===== config.mk =====
export PLATFORM = sky130hd
export DESIGN_NAME = framed_packet_and_json_line_parser
export DESIGN_NICKNAME = d
export VERILOG_FILES = /design/src/hdl/fpjlp_pkg.sv /design/src/hdl/fpjlp_parser.sv /design/src/hdl/fpjlp_out_queue.sv /design/src/hdl/framed_packet_and_json_line_parser.sv
export SDC_FILE = /design/constraint.sdc
export NUM_CORES = 1
export LEC_CHECK = 0
export BUFFER_PORTS_ARGS = -buffer_cell sky130_fd_sc_hd__buf_2
export CAP_MARGIN = 40
export CORE_UTILIZATION = 39
export DETAILED_ROUTE_END_ITERATION = 8
export MAX_ROUTING_LAYER = met4
export PLACE_DENSITY = 0.57
export SLEW_MARGIN = 20
export SYNTH_ARGS = -nofsm -noshare
export SYNTH_HDL_FRONTEND = slang
export SYNTH_SLANG_ARGS = --single-unit

===== constraint.sdc =====
create_clock -name aclk -period 3.5 [get_ports aclk]
set_clock_uncertainty 0.1 [all_clocks]
set_input_delay 0.525 -clock aclk [delete_from_list [all_inputs] [get_ports aclk]]
set_output_delay 0.525 -clock aclk [all_outputs]
set_load 0.02 [all_outputs]

===== src/hdl/fpjlp_pkg.sv =====
`timescale 1ns / 1ps
`default_nettype none

package fpjlp_pkg;

    localparam logic [7:0]  HDR1_BYTE     = 8'hAE;
    localparam logic [7:0]  HDR2_BYTE     = 8'h53;
    localparam logic [7:0]  LF_BYTE       = 8'h0A;
    localparam logic [7:0]  CR_BYTE       = 8'h0D;
    localparam logic [7:0]  BRACE_BYTE    = 8'h7B;
    localparam logic [7:0]  BRACKET_BYTE  = 8'h5B;
    localparam logic [15:0] MAX_LEN_RESET = 16'd8192;
    localparam logic [3:0]  CR_HOLD_MAX   = 4'd15;

    localparam logic [1:0] KIND_PAYLOAD  = 2'd0;
    localparam logic [1:0] KIND_VERDICT  = 2'd1;
    localparam logic [1:0] KIND_RAW_BYTE = 2'd2;
    localparam logic [1:0] KIND_RAW_END  = 2'd3;

    localparam logic [1:0] STATUS_GOOD     = 2'd0;
    localparam logic [1:0] STATUS_BAD_SUM  = 2'd1;
    localparam logic [1:0] STATUS_NO_TERM  = 2'd2;

    typedef enum logic [6:0] {
        PH_H1   = 7'b0000001,
        PH_H2   = 7'b0000010,
        PH_LEN1 = 7'b0000100,
        PH_LEN2 = 7'b0001000,
        PH_CHK  = 7'b0010000,
        PH_DATA = 7'b0100000,
        PH_TERM = 7'b1000000
    } phase_t;

    // one input byte's results: cr_cnt held CRs, then one final result
    typedef struct packed {
        logic [3:0] cr_cnt;
        logic [1:0] kind;
        logic [7:0] data;
        logic [1:0] status;
    } desc_t;

endpackage

`default_nettype wire


===== src/hdl/fpjlp_parser.sv =====
`timescale 1ns / 1ps
`default_nettype none

module fpjlp_parser
    import fpjlp_pkg::*;
(
    input  wire logic        aclk,
    input  wire logic        aresetn,
    input  wire logic        cfg_wr_en,
    input  wire logic [15:0] cfg_wr_data,
    input  wire logic        in_fire,
    input  wire logic [7:0]  in_byte,
    output logic             push,
    output desc_t            push_desc
);

    logic [15:0] max_len_reg;
    phase_t      phase_reg,    phase_next;
    logic [15:0] flen_reg,     flen_next;
    logic [15:0] seen_reg,     seen_next;
    logic [7:0]  exp_sum_reg,  exp_sum_next;
    logic [7:0]  xor_reg,      xor_next;
    logic        raw_reg,      raw_next;
    logic [3:0]  held_reg,     held_next;
    logic [15:0] len_full;
    logic [15:0] seen_inc;

    assign len_full = {flen_reg[15:8], in_byte};
    assign seen_inc = seen_reg + 16'd1;

    always_comb begin
        phase_next   = phase_reg;
        flen_next    = flen_reg;
        seen_next    = seen_reg;
        exp_sum_next = exp_sum_reg;
        xor_next     = xor_reg;
        raw_next     = raw_reg;
        held_next    = held_reg;
        push         = 1'b0;
        push_desc    = '{cr_cnt: 4'd0, kind: KIND_PAYLOAD, data: 8'd0, status: STATUS_GOOD};

        if (raw_reg) begin
            if (in_byte == LF_BYTE) begin
                held_next      = 4'd0;
                raw_next       = 1'b0;
                push           = 1'b1;
                push_desc.kind = KIND_RAW_END;
            end else if (in_byte == CR_BYTE) begin
                if (held_reg >= CR_HOLD_MAX) begin
                    push           = 1'b1;
                    push_desc.kind = KIND_RAW_BYTE;
                    push_desc.data = CR_BYTE;
                end else begin
                    held_next = held_reg + 4'd1;
                end
            end else begin
                push             = 1'b1;
                push_desc.cr_cnt = held_reg;
                push_desc.kind   = KIND_RAW_BYTE;
                push_desc.data   = in_byte;
                held_next        = 4'd0;
            end
        end else if (phase_reg == PH_H1 &&
                     (in_byte == BRACE_BYTE || in_byte == BRACKET_BYTE)) begin
            raw_next       = 1'b1;
            held_next      = 4'd0;
            push           = 1'b1;
            push_desc.kind = KIND_RAW_BYTE;
            push_desc.data = in_byte;
        end else begin
            case (phase_reg)
                PH_H2: begin
                    if (in_byte == HDR2_BYTE) begin
                        phase_next = PH_LEN1;
                    end else if (in_byte != HDR1_BYTE) begin
                        phase_next = PH_H1;
                    end
                end
                PH_LEN1: begin
                    flen_next  = {in_byte, 8'd0};
                    phase_next = PH_LEN2;
                end
                PH_LEN2: begin
                    flen_next = len_full;
                    if (len_full == 16'd0 || len_full > max_len_reg) begin
                        phase_next = PH_H1;
                    end else begin
                        seen_next  = 16'd0;
                        xor_next   = 8'd0;
                        phase_next = PH_CHK;
                    end
                end
                PH_CHK: begin
                    exp_sum_next = in_byte;
                    phase_next   = PH_DATA;
                end
                PH_DATA: begin
                    xor_next  = xor_reg ^ in_byte;
                    seen_next = seen_inc;
                    if (seen_inc >= flen_reg) begin
                        phase_next = PH_TERM;
                    end
                    push           = 1'b1;
                    push_desc.kind = KIND_PAYLOAD;
                    push_desc.data = in_byte;
                end
                PH_TERM: begin
                    push           = 1'b1;
                    push_desc.kind = KIND_VERDICT;
                    if (in_byte != LF_BYTE) begin
                        push_desc.status = STATUS_NO_TERM;
                    end else if (xor_reg == exp_sum_reg) begin
                        push_desc.status = STATUS_GOOD;
                    end else begin
                        push_desc.status = STATUS_BAD_SUM;
                    end
                    phase_next = PH_H1;
                end
                default: begin
                    // header hunt
                    if (in_byte == HDR1_BYTE) begin
                        phase_next = PH_H2;
                    end else begin
                        phase_next = PH_H1;
                    end
                end
            endcase
        end

        if (!in_fire) begin
            push = 1'b0;
        end
    end

    always_ff @(posedge aclk) begin
        if (!aresetn) begin
            max_len_reg <= MAX_LEN_RESET;
            phase_reg   <= PH_H1;
            flen_reg    <= 16'd0;
            seen_reg    <= 16'd0;
            exp_sum_reg <= 8'd0;
            xor_reg     <= 8'd0;
            raw_reg     <= 1'b0;
            held_reg    <= 4'd0;
        end else begin
            if (cfg_wr_en) begin
                max_len_reg <= cfg_wr_data;
            end
            if (in_fire) begin
                phase_reg   <= phase_next;
                flen_reg    <= flen_next;
                seen_reg    <= seen_next;
                exp_sum_reg <= exp_sum_next;
                xor_reg     <= xor_next;
                raw_reg     <= raw_next;
                held_reg    <= held_next;
            end
        end
    end

endmodule

`default_nettype wire


===== src/hdl/fpjlp_out_queue.sv =====
`timescale 1ns / 1ps
`default_nettype none

module fpjlp_out_queue
    import fpjlp_pkg::*;
(
    input  wire logic        aclk,
    input  wire logic        aresetn,
    input  wire logic        push,
    input  wire desc_t       push_desc,
    output logic             in_ready,
    output logic             m_tvalid,
    input  wire logic        m_tready,
    output logic [15:0]      m_tdata,
    output logic [1:0]       m_tuser,
    output logic             m_tlast
);

    logic  head_valid_reg;
    desc_t head_reg;
    logic  skid_valid_reg;
    desc_t skid_reg;
    logic  head_done;
    logic  head_free;
    logic  cr_beat;

    assign in_ready  = !skid_valid_reg;
    assign cr_beat   = head_valid_reg && (head_reg.cr_cnt != 4'd0);
    assign head_done = head_valid_reg && m_tready && !cr_beat;
    assign head_free = !head_valid_reg || head_done;

    // held CRs go out first, then the final result of the request
    always_comb begin
        m_tvalid = head_valid_reg;
        m_tlast  = !cr_beat;
        if (cr_beat) begin
            m_tuser = KIND_RAW_BYTE;
            m_tdata = {6'd0, STATUS_GOOD, CR_BYTE};
        end else begin
            m_tuser = head_reg.kind;
            m_tdata = {6'd0, head_reg.status, head_reg.data};
        end
    end

    always_ff @(posedge aclk) begin
        if (!aresetn) begin
            head_valid_reg <= 1'b0;
            skid_valid_reg <= 1'b0;
        end else begin
            if (head_free) begin
                if (skid_valid_reg) begin
                    head_valid_reg <= 1'b1;
                    skid_valid_reg <= 1'b0;
                end else begin
                    head_valid_reg <= push;
                end
            end else if (push) begin
                skid_valid_reg <= 1'b1;
            end
        end
    end

    always_ff @(posedge aclk) begin
        if (head_free) begin
            if (skid_valid_reg) begin
                head_reg <= skid_reg;
            end else if (push) begin
                head_reg <= push_desc;
            end
        end else begin
            if (cr_beat && m_tready) begin
                head_reg.cr_cnt <= head_reg.cr_cnt - 4'd1;
            end
            if (push) begin
                skid_reg <= push_desc;
            end
        end
    end

endmodule

`default_nettype wire


===== src/hdl/framed_packet_and_json_line_parser.sv =====
// a result is registered in the head slot, or in the skid slot if the head is held
// throughput: one byte per cycle while the skid slot is empty; a raw line byte after
//   held CRs goes out as one CR beat per held CR, then the byte itself
// reset: aresetn synchronous active low; parser returns to header hunt, the
//   length limit to 8192, and both result slots empty
`timescale 1ns / 1ps
`default_nettype none

module framed_packet_and_json_line_parser
    import fpjlp_pkg::*;
(
    input  wire logic        aclk,
    input  wire logic        aresetn,
    input  wire logic        cfg_wr_en,
    input  wire logic [15:0] cfg_wr_data,  // max_frame_length
    input  wire logic        s_tvalid,
    output logic             s_tready,
    input  wire logic [7:0]  s_tdata,      // [7:0] rx_byte
    output logic             m_tvalid,
    input  wire logic        m_tready,
    output logic [15:0]      m_tdata,      // [7:0] data_byte, [9:8] status, rest zero
    output logic [1:0]       m_tuser,      // [1:0] kind
    output logic             m_tlast
);

    logic  in_fire;
    logic  push;
    desc_t push_desc;

    assign in_fire = s_tvalid && s_tready;

    fpjlp_parser u_parser (
        .aclk        (aclk),
        .aresetn     (aresetn),
        .cfg_wr_en   (cfg_wr_en),
        .cfg_wr_data (cfg_wr_data),
        .in_fire     (in_fire),
        .in_byte     (s_tdata),
        .push        (push),
        .push_desc   (push_desc)
    );

    fpjlp_out_queue u_out_queue (
        .aclk      (aclk),
        .aresetn   (aresetn),
        .push      (push),
        .push_desc (push_desc),
        .in_ready  (s_tready),
        .m_tvalid  (m_tvalid),
        .m_tready  (m_tready),
        .m_tdata   (m_tdata),
        .m_tuser   (m_tuser),
        .m_tlast   (m_tlast)
    );

endmodule

`default_nettype wire

==> After elaboration in Yosys (flattened, before gate mapping) <==
Index checks and enable logic that the tools add are counted.
{ "totals": {"inputBits": 29, "ram_bits": 0, "out_inout_bits": 21, "ff_bits": 110, "wordCells": 131, "n_memories": 0, "rom_bits": 0, "latch_bits": 0} }
{ "classes": {"div_mod_pow": 0, "bitwise_logic": 6, "n_shift": 0, "muxes": 49, "n_reduce_logical": 30, "addsub": 3, "n_eq_ne": 21, "order_cmp": 3, "multipliers": 0} }
{ "op_table": {"columns": ["op", "n"], "rows": [
  ["case mux 16 bit (2 select lines)", 2],
  ["two-way mux 10 bit", 5],
  ["two-way mux 16 bit", 3],
  ["case mux 7 bit (6 select lines)", 1],
  ["two-way mux 4 bit", 10],
  ["equality test 8 x 7 -> 1 bit (second input constant)", 3],
  ["two-way mux 8 bit", 3],
  ["two-way mux 7 bit", 3],
  ["adder 16 x 1 -> 16 bit (second input constant)", 1],
  ["equality test 8 x 4 -> 1 bit (second input constant)", 2],
  [">= comparator 16 bit", 1],
  ["> comparator 16 bit", 1],
  ["logical NOT 16 bit", 1],
  ["case mux 8 bit (2 select lines)", 1],
  ["AND reduction 5 bit", 3],
  ["two-way mux 2 bit", 7],
  ["two-way mux 1 bit", 13],
  ["nonzero test 2 bit", 5],
  ["equality test 8 bit", 1],
  ["equality test 8 bit (second input constant)", 1],
  ["inequality test 8 x 4 -> 1 bit (second input constant)", 1],
  ["inequality test 8 bit (second input constant)", 1],
  ["AND reduction 4 bit", 2],
  ["XOR 8 bit", 1],
  ["23 further kinds", 40]
]} }

==> Depth between registers and ports, before layout <==
{ "depth": {"ltp_word": 9, "mapped_depth": 14} }

==> By module <==
A second synthesis with hierarchy kept.
{ "unflattened": {"cells_unflattened": 659, "hier_area_um2": 6139.6} }
{ "modules_own_cells": {"columns": ["mod", "cells_each", "seq_area_each_um2", "instances", "area_each_um2"], "rows": [
  ["fpjlp_parser", 564, 1521.5, 1, 4649.5],
  ["fpjlp_out_queue", 94, 1001.0, 1, 1483.9],
  ["framed_packet_and_json_line_parser", 1, 0.0, 1, 6.3]
]} }

==> Worst setup path before layout <==
No wires, ideal clock.
{ "synth_path": {"path_type": "register -> register", "start": "reg u_parser.seen_reg[0]", "end": "reg u_parser.phase_reg[4]", "path_stages_with_launch": 14, "synth_period_minus_slack_ps": 3159, "required_time_ps": 3330, "path_buffers": 1, "arrival_time_ps": 2989, "setup_slack_ps": 341, "cell_sequence": "dfxtp_1 -> ha_1 -> nand3_1 -> or2_1 -> clkbuf_1 -> nor3_1 -> xnor2_1 -> ha_1 -> o21ai_0 -> nor2_1 -> nor3_2 -> a211o_1 -> or4b_1 -> a21oi_1"} }
{ "synth_between": {"elab_chain_len": 4} }
{ "synth_lines": {"columns": ["item", "line_no", "text"], "rows": [
  ["start: declaration", "fpjlp_parser.sv:20", "logic [15:0] seen_reg, seen_next;"],
  ["start signal: assignment", "fpjlp_parser.sv:152", "seen_reg <= seen_next;"],
  ["adder 16 x 1 -> 16 bit", "fpjlp_parser.sv:29", "assign seen_inc = seen_reg + 16'd1;"],
  [">= comparator 16 bit", "fpjlp_parser.sv:100", "if (seen_inc >= flen_reg) begin"],
  ["inequality test 2 x 1 -> 1 bit (no line)", null, null],
  ["AND reduction 5 bit (no line)", null, null],
  ["end signal: assignment", "fpjlp_parser.sv:150", "phase_reg <= phase_next;"],
  ["end: declaration", "fpjlp_parser.sv:18", "phase_t phase_reg, phase_next;"]
]} }
No other way between the ends.
A chain may end at the register's enable or synchronous reset.

==> Final worst setup path <==
Same ends and word-level chain as after synthesis.

==> PnR_summary.wiki <==
{| class="wikitable"
! Metric !! Value
|-
| Result of the run || finished, final reports clean
|-
| Capturing instance or port of the critical path || u_parser.phase_reg[4]
|-
| Power density relative to cell area || 360 mW/mm^2
|-
| Effective utilization at floorplan || 39.8%
|-
| Cell Int Power || ~1.9 mW
|-
| Critical path start-end classification || register to register
|-
| Adder and majority cell fraction of the synthesized area || 6.95%
|-
| Post-Route Setup TNS || 0 ns
|-
| Number of resized instances in the post-cts repair step || 0
|-
| Die Outline Area || 0.0167 mm^2
|-
| Worst path depth || 11
|-
| Cell type group with the largest total delay on the critical path || simple AND/OR/NAND/NOR gates
|-
| Final setup fails || 0
|-
| Via total after detailed routing || 5217
|-
| Number of library cell types mapped by synthesis || 70
|-
| Total global-route track usage || 20.4%
|-
| Kind of path behind the tightest hold check || input pin to register
|-
| Flop pwr share || between 50% and 60%
|-
| Antenna violation net count after detailed routing || 0
|-
| Fraction of layout cells with a size suffix above 1 || 14.8%
|-
| Average size of a mapped cell || 8.95 um^2
|-
| Worst R2R End || u_parser.phase_reg[4]
|-
| Required time at the endpoint of the critical path || 3.69 ns
|-
| Number of synthesized flops with an enable pin || 32
|-
| Arrival @ worst endpoint || 3.44 ns
|-
| Remaining Overflow, GRT || 0
|-
| Net switching component of the power || 610 uW
|-
| Area Overhead vs Synth || 12.1%
|-
| CTS sink count || 110
|-
| Top post-synthesis cells by area || dfxtp_1, edfxtp_1, ha_1
|-
| Number of buffers inserted by hold repair at cts || 0
|-
| Area fraction of the dominant cell type after synthesis || 24.8%
|-
| Crit path largest cell delay || approximately 0.53 ns
|-
| Count of input and output buffers || 43
|-
| Final-report max-slew violation count || 0
|-
| Initial antenna violation count || 0
|-
| TritonCTS clock tree || done
|-
| Count of pins on the block boundary || 50
|-
| Critical Path Fanout Max || 9
|-
| First-pass GRT wire length || 25400 um
|-
| Number of nets in the final layout || 804
|-
| Ordered list of cells on the worst path || ha_2, nand3_1, or2_1, or3_1, nand2_1, ha_1, o2111a_1, o211ai_1, and4_1, or4b_1, a21oi_1
|-
| Flip-flop and latch count after synthesis || 110
|-
| Post-synthesis cell type with the largest combined area || dfxtp_1
|-
| Synth cell count leaders || dfxtp_1, nor2_1, a21oi_1, inv_1, nand2_1
|-
| Die Wd || 129 um
|-
| Post-Place Cells || 945
|-
| Sequential element share of the synthesized area || 40.0%
|-
| Iteration-0 DRC Markers || approximately 270
|-
| Least-Margin Pin Slew || 0.620 ns
|-
| Startpoint type of the worst setup path || register
|-
| Vias in the first global route || around 5000
|-
| PnR Total Power || 2.54 mW
|-
| Critical Path Slowest Stage Cell || or4b_1
|-
| Worst slew slack as a fraction of its limit || between 50% and 60%
|-
| Die extent in y || 129 um
|-
| Share of synthesized area spent on multiplexers || roughly 6.1%
|-
| Std cell rows || 46
|-
| Post-detailed-routing wire length || about 16000 um
|-
| Antenna cells || 0
|-
| Cell depth of the worst flop-to-flop path || 11
|-
| CTS H-Tree Depth || 3
|-
| Non-filler cells, final || 961
|-
| Prevailing post-synth register cell || dfxtp_1
|-
| DRC || 0
|-
| Simple-gate share of the synthesized area || a little under a quarter
|-
| Core region area || 0.0158 mm^2
|-
| TritonRoute pass-1 iters || 5
|-
| Setup slack of the most critical reg-to-reg path || 0.25 ns
|-
| Max Freq || between 300 and 400 MHz
|-
| Largest voltage drop on the vdd net || 0.000319 V
|-
| Synthesized-area fraction occupied by ao, oa, aoi and oai cells || 14.3%
|-
| Final HPWL DP || 11500 um
|-
| Worst setup path start || u_parser.seen_reg[0]
|-
| Wire length per cell || between 15 and 20 um
|-
| CP Capture Type || register
|-
| Largest net degree at the start of global routing || 39
|-
| Setup repair after global routing missed its margin || no
|-
| Post-synthesis cell area || between 0.006 and 0.007 mm^2
|-
| Final Hold Viols || 0
|-
| Async set-reset flop share out of synthesis || 0%
|-
| Share of total power consumed by net switching || 24.0%
|-
| Combinational family with the most area after synthesis || simple AND/OR/NAND/NOR gates
|-
| Proportion of power drawn by combinational gates || just over 6%
|-
| Tcrit/Tclk final || 92.9%
|-
| Core occupancy in the finished layout || between 40 and 50%
|-
| Layout filler cell count || around 1500
|-
| Most instantiated library cell after synthesis || dfxtp_1
|-
| Worst-case setup slack after placement || 0.234 ns
|-
| Critical path buffers and inverters || 0
|-
| Global placement routability congestion || 0.822
|-
| Number of buffers between clock root and the deepest sink || 2
|-
| Number of maximum-capacitance constraint violations || 0
|-
| Inserted Clock Buffers || 9
|-
| Skew-Pair Late Insertion Delay || 0.36 ns
|-
| Setup ws final || approximately 0.25 ns
|-
| Startpoint of the worst hold path || cfg_wr_data[2]
|-
| Total setup buffers inserted after CTS || 0
|-
| Ratio of routed vias to standard cells || 5.43
|-
| Static leakage power || 2.78 nW
|-
| Gate count after technology mapping || roughly 700
|-
| FF-to-FF Start || u_parser.seen_reg[0]
|-
| Clock share of power || 41.9%
|-
| Crit path time final || 3.25 ns
|-
| Root Buffer || clkbuf_16
|-
| XOR/XNOR share of the synthesized area || 3.34%
|-
| Clock input transition at the sequential cells of the worst setup and hold paths || approximately 0.080 ns
|-
| Syn. warnings || 0
|}
-- cells by family after synthesis --
family,Yosys count
AOI/OAI and AO/OA,147
xor gates and xnor gates,24
adders and majority gates,35
buffers and inverters,82
DFF,110
muxes,37
other,1
and+or+nand+nor,268
-- worst min-delay path by stage --
stage	endpoint	slack (ns)	cells past startpoint
after floorplan	u_parser.held_reg[3]	0.36	2
after global placement	u_parser.max_len_reg[5]	0.38	2
after detailed placement	u_parser.held_reg[3]	0.38	2
after CTS	u_parser.max_len_reg[2]	0.29	3
after global routing	u_parser.max_len_reg[15]	0.30	3
final	u_parser.max_len_reg[2]	0.30	3
-- power groups by stage --
stage / sequential (mW) / clock [mW] / combinational, mW
after floorplan: 1.35 / 0 / 0.108
after global placement: 1.35 / 0 / 0.153
after detailed placement: 1.35 / 0 / 0.157
after CTS: 1.32 / 1.10 / 0.158
after global routing: 1.32 / 1.15 / 0.174
final: 1.32 / 1.06 / 0.157
-- tightest hold or removal path, cell delays in order --
cell and delay (ns):
buf_2 0.07, mux2i_1 0.05, nor2_1 0.07
-- stage by stage --
step                cell area (um^2)  hold slack (ns)
floorplan                       6320            0.359
global placement                6750            0.376
detailed placement              6750            0.384
CTS                             7060            0.286
global route                    7060            0.302
finish                          7060            0.301
-- per-layer routing --
metal  track usage (%)  share of wire, %  up-vias  routed length, um
met5                 -                 0        -                  0
met2              34.7                48      155               7530
met1              24.0                45     2444               6990
met4              7.54               2.3        0                360
li1                  -                 -     2589                  -
met3              3.63               4.7       29                727
-- placed cells by master (no fill, tap or decap), types with 9 or more instances in the layout --
cell       instances
dfxtp_1           78
nor3b_1           18
mux2i_1           28
a211oi_1          11
nand3_1           13
buf_4             19
mux2_2             9
ha_1              34
xnor2_1           17
buf_2             43
nand4_1           13
nand2_1           38
clkbuf_16          9
inv_1             38
nor2_1            77
edfxtp_1          32
o21ai_0           26
nand2b_1          11
and2_1            18
nor3_1            23
a21oi_1           55
-- area by class of cell --
type	instances	area, um^2	area share [%]
Clock buffer	9	225	3.19
Clock inverter	7	85.1	1.20
Inverter	40	150	2.13
Multi-Input combinational cell	517	3450	48.9
Sequential cell	110	2520	35.7
Tap cell	216	270	3.83
Timing Repair Buffer	62	358	5.07
No activity file was read; power rests on OpenSTA's default activity.
